`src/rtl/core/pgs_pkg.sv`:
```
// ============================================================================
// pgs_pkg: shared types and constants for the propensity group sampler
// Holds the beat structs, the sizes and the helper that bins a rate into a group.
// ============================================================================
package pgs_pkg;

   localparam int NumReactions = 1024;
   localparam int NumGroups    = 32;
   localparam int IdxW         = 10;
   localparam int GrpW         = 5;
   localparam int CntW         = 11;
   localparam int RateW        = 47;
   localparam int SumW         = 57;
   localparam int SlotW        = GrpW + IdxW;

   localparam logic CMD_UPDATE = 1'b0;
   localparam logic CMD_SAMPLE = 1'b1;

   typedef struct packed {
      logic             cmd;
      logic [IdxW-1:0]  reaction_index;
      logic [RateW-1:0] propensity;
      logic [31:0]      rand_group;
      logic [31:0]      rand_member;
      logic [15:0]      rand_accept;
   } req_type;

   typedef struct packed {
      logic [IdxW-1:0] chosen_reaction;
      logic            accepted;
      logic [SumW-1:0] total_propensity;
      logic            error;
   } rsp_type;

   // Group of a rate: 0 for zero, at least 1, else bit length of the integer
   // part; that length is at most 31, the top group.
   function automatic logic [GrpW-1:0] group_of(input logic [RateW-1:0] rate);
      logic [GrpW-1:0] bl;
      bl = '0;
      for (int i = 0; i < RateW - 16; i++) begin
         if (rate[16+i]) bl = GrpW'(i + 1);
      end
      if (rate == '0) return '0;
      if (bl == '0) bl = GrpW'(1);
      return bl;
   endfunction

endpackage

```
`src/rtl/core/pgs_mul.sv`:
```
// ============================================================================
// pgs_mul: shared 32 by 32 multiplier
// Registered product used for the draw scaling and the member pick.
// ============================================================================
module pgs_mul
   import pgs_pkg::*;
(
   input  logic        clock,
   input  logic [31:0] a,
   input  logic [31:0] b,
   output logic [63:0] p_ff
);
   logic [63:0] p_in;
   assign p_in = 64'(a) * 64'(b);
   always_ff @(posedge clock) begin
      p_ff <= p_in;
   end
endmodule

```
`config.mk`:
```
export PLATFORM = sky130hd
export DESIGN_NAME = pgs_mul
export DESIGN_NICKNAME = d
export VERILOG_FILES = /design/src/rtl/core/pgs_pkg.sv /design/src/rtl/core/pgs_mul.sv
export SDC_FILE = /design/constraint.sdc
export NUM_CORES = 2
export LEC_CHECK = 0
export BUFFER_PORTS_ARGS = -buffer_cell sky130_fd_sc_hd__buf_4
export CAP_MARGIN = 40
export CORE_UTILIZATION = 40
export CTS_BUF_LIST = sky130_fd_sc_hd__clkbuf_4
export DETAILED_ROUTE_END_ITERATION = 16
export PLACE_DENSITY = 0.52
export SYNTH_ARGS = -nofsm -noshare
export SYNTH_HDL_FRONTEND = slang
export SYNTH_SLANG_ARGS = --single-unit
```
`constraint.sdc`:
```
create_clock -name clock -period 14.48 [get_ports clock]
set_clock_uncertainty 0.05 [all_clocks]
set_input_delay 1.448 -clock clock [delete_from_list [all_inputs] [get_ports clock]]
set_output_delay 1.448 -clock clock [all_outputs]
set_load 0.01 [all_outputs]
```
==> impl_metrics.csv <==
group,metric,value,unit
outcome,outcome,"finished, final reports clean",
cells_and_area,multi_input_area,29200,um^2
cells_and_area,fillCellCount,8604,
place,post-dp-hpwl,78.3,mm
sta,slew_viol_final,0,
critical_path,path_max_fanout,32,
clocking,cts_resized,0,
drt,drt_iter0_markers,1272,
floorplanning,initial_core_util,40.5,%
critical_path,cp_num_cells,22,
logic_synthesis,synth_ff_type,"dfxtp_1",
worst_hold_path,hold_class,"in -> reg",
clocking,ctsHoldBuffers,0,
run,cap_viol_max_count,0,
logic_synthesis,synthDistinctLibCells,56,
logic_synthesis,synth_fp_nets,4982,
global_routing,grt_remaining_overflow,0,
logic_synthesis,ys_seq_area_share,3.70,%
sta,worst_slew_pin_slew,0.755,ns
clocking,cts_max_path_buffers,2,
clocking,path_clk_slew,0.12,ns
global_routing,grt_antenna_before_repair,4,
logic_synthesis,synth-seq-cells,64,
sta,fin_crit,8.83,ns
logic_synthesis,async_reset_ff_share,0,%
clocking,cts_tree,"built",
cells_and_area,syn2layout_area_growth,4.85,%
sta,relSlewSlack,49.3,%
cells_and_area,regMostFlops,"p_ff",
clocking,post_cts_buffers,0,
sta,period_share,61.0,%
logic_synthesis,syn_inst,3758,
global_routing,grt_pass1_wl,158,mm
cells_and_area,regArea,1280,um^2
sta,tns,0,ns
clocking,htree_num_levels,3,
critical_path,worst-path-buf-inv,4,
sta,max_freq,0.113,GHz
floorplanning,die_x,296,um
floorplanning,num_rows,107,
logic_synthesis,synth_edf_count,0,
critical_path,end_kind,"register",
critical_path,critPathLaunch,"b[24]",
clocking,cts_buffers,9,
place,place.gp.congestion,0.893,
drt,firstDrtPassIters,5,
floorplanning,design.core.area,85400,um^2
critical_path,start_kind,"primary input",
cells_and_area,largest_register_ffs,64,
critical_path,cp.arrival,9.19,ns
floorplanning,io_pins,129,
drt,viasPerCell,5.03,
clocking,cts_sinks,64,
drt,antenna_left,0,
drt,drc,0,
cells_and_area,utilization,42.5,%
critical_path,crit_path_frequent_cell,"fa_1",
critical_path,slowest_delay,0.61,ns
critical_path,cpMaxStageDelayCell,"a31oi_1",
drt,avgRoutedWirePerCell,20.7,um
critical_path,endpoint,"p_ff[62]",
sta,rsz0062_at_grt,"false",
global_routing,grtUsageTotal,24.0,%
cells_and_area,reg_top3,"p_ff x64",
sta,hold_violations,0,
global_routing,grt_max_degree,33,
critical_path,crit_required,14.84,ns
place,io_buffers,128,
logic_synthesis,synth.cell_area,34600,um^2
sta,setup_viol,0,
critical_path,path_cells,"buf_4, nand2_1, fa_1, inv_1, fa_1, fa_1, fa_1, fa_1, fa_1, fa_1, inv_1, fa_1, inv_1, ha_1, nand4_1, or4_1, or3_1, a31oi_1, a31o_2, a211oi_1, o21ai_1, xor2_1",
logic_synthesis,synth_warnings,0,
floorplanning,die_h,296,um
critical_path,crit_family,"adder cells",
drt,vias,24200,
drt,wirelength,99.8,mm
global_routing,grt_pass1_vias,27200,
logic_synthesis,avgSynthCellArea,9.21,um^2
cells_and_area,final_layout_size_suffix_gt1_share,4.22,%
clocking,root_buffer,"clkbuf_4",
floorplanning,die_area,87800,um^2
cells_and_area,fin_nets,4895,
critical_path,crit_type,"in -> reg",
==> kinds of logic after synthesis <==
logic type | share of synthesized area [%]
buffers and inverters | 11.9
AO/OA/AOI/OAI | 3.92
XOR/XNOR | 1.49
multiplexers | 0.0289
adder cells (fa/ha/maj) | 61.3
AND/OR/NAND/NOR | 17.7
flip-flops | 3.70
==> synth_stat cells (all sizes together) (8+ instances only) <==
| library cell | number | area [um^2] |
|---|---|---|
| fa | 896 | 17900 |
| inv | 863 | 3240 |
| and2 | 603 | 3770 |
| nand2 | 478 | 1790 |
| ha | 263 | 3290 |
| clkbuf | 216 | 812 |
| a21oi | 70 | 358 |
| dfxtp | 64 | 1280 |
| a21o | 37 | 278 |
| xnor2 | 33 | 289 |
| o21ai | 30 | 150 |
| xor2 | 26 | 228 |
| nand4 | 24 | 150 |
| nor2 | 21 | 78.8 |
| and3 | 14 | 87.6 |
| a31oi | 12 | 81.3 |
| nand3 | 12 | 60.1 |
| buf | 11 | 52.6 |
| o21bai | 10 | 75.1 |
| o21a | 8 | 60.1 |
==> metal layers <==
metal | wire length (um) | up-vias | global-route usage, % | share of wire, %
li1 | - | 10700 | - | -
met1 | 39300 | 12900 | 28.9 | 39
met2 | 53800 | 505 | 45.0 | 54
met3 | 3420 | 129 | 2.00 | 3.4
met4 | 3320 | 2 | 6.98 | 3.3
met5 | 13 | - | 0 | 0.013
==> layout by cell type, fill, tap and decap left out, types with 21 or more instances in the layout <==
master	synthesis	routed
buf_4	0	129
ha_1	263	263
xnor2_1	33	33
nand2_1	478	478
a21oi_1	68	68
and2_1	603	603
dfxtp_1	64	64
fa_1	896	896
nand4_1	24	24
xor2_1	26	26
nor2_1	21	21
inv_1	863	863
a21o_1	37	37
o21ai_0	28	28
==> worst min path at each step <==
| stage | to | cells past startpoint | from | slack (ns) |
|---|---|---|---|---|
| floorplan | p_ff[0] | 1 | b[0] | 1.53 |
| global placement | p_ff[15] | 1 | p_ff[15] | 1.79 |
| detailed placement | p_ff[15] | 1 | p_ff[15] | 1.79 |
| CTS | p_ff[0] | 2 | b[0] | 1.39 |
| global route | p_ff[0] | 2 | b[0] | 1.37 |
| finish | p_ff[0] | 2 | b[0] | 1.42 |
==> cell type report <==
| type | instances | area share [%] |
|---|---|---|
| clock buffer | 10 | 0.207 |
| multi-input combinational | 2604 | 80.5 |
| antenna | 3 | 0.0207 |
| sequential | 64 | 3.53 |
| tap | 1144 | 3.94 |
| timing repair buffer | 129 | 2.67 |
| inverter | 863 | 8.92 |
| clock inverter | 6 | 0.165 |
==> stage by stage <==
step / std cells / cell area [um^2] / hold WS (ns) / worst slack [ns]
after floorplan: 3758 / 34600 / 1.53 / 6.23
after global placement: 4804 / 36200 / 1.79 / 5.30
after detailed placement: 4804 / 36200 / 1.79 / 5.26
after CTS: 4820 / 36300 / 1.39 / 5.79
after global routing: 4822 / 36300 / 1.37 / 5.41
final: 4823 / 36300 / 1.42 / 5.65
Power is left out: the tool's default activity adds up to more than one toggle a clock period on the data nets, which glitch-free logic cannot reach.
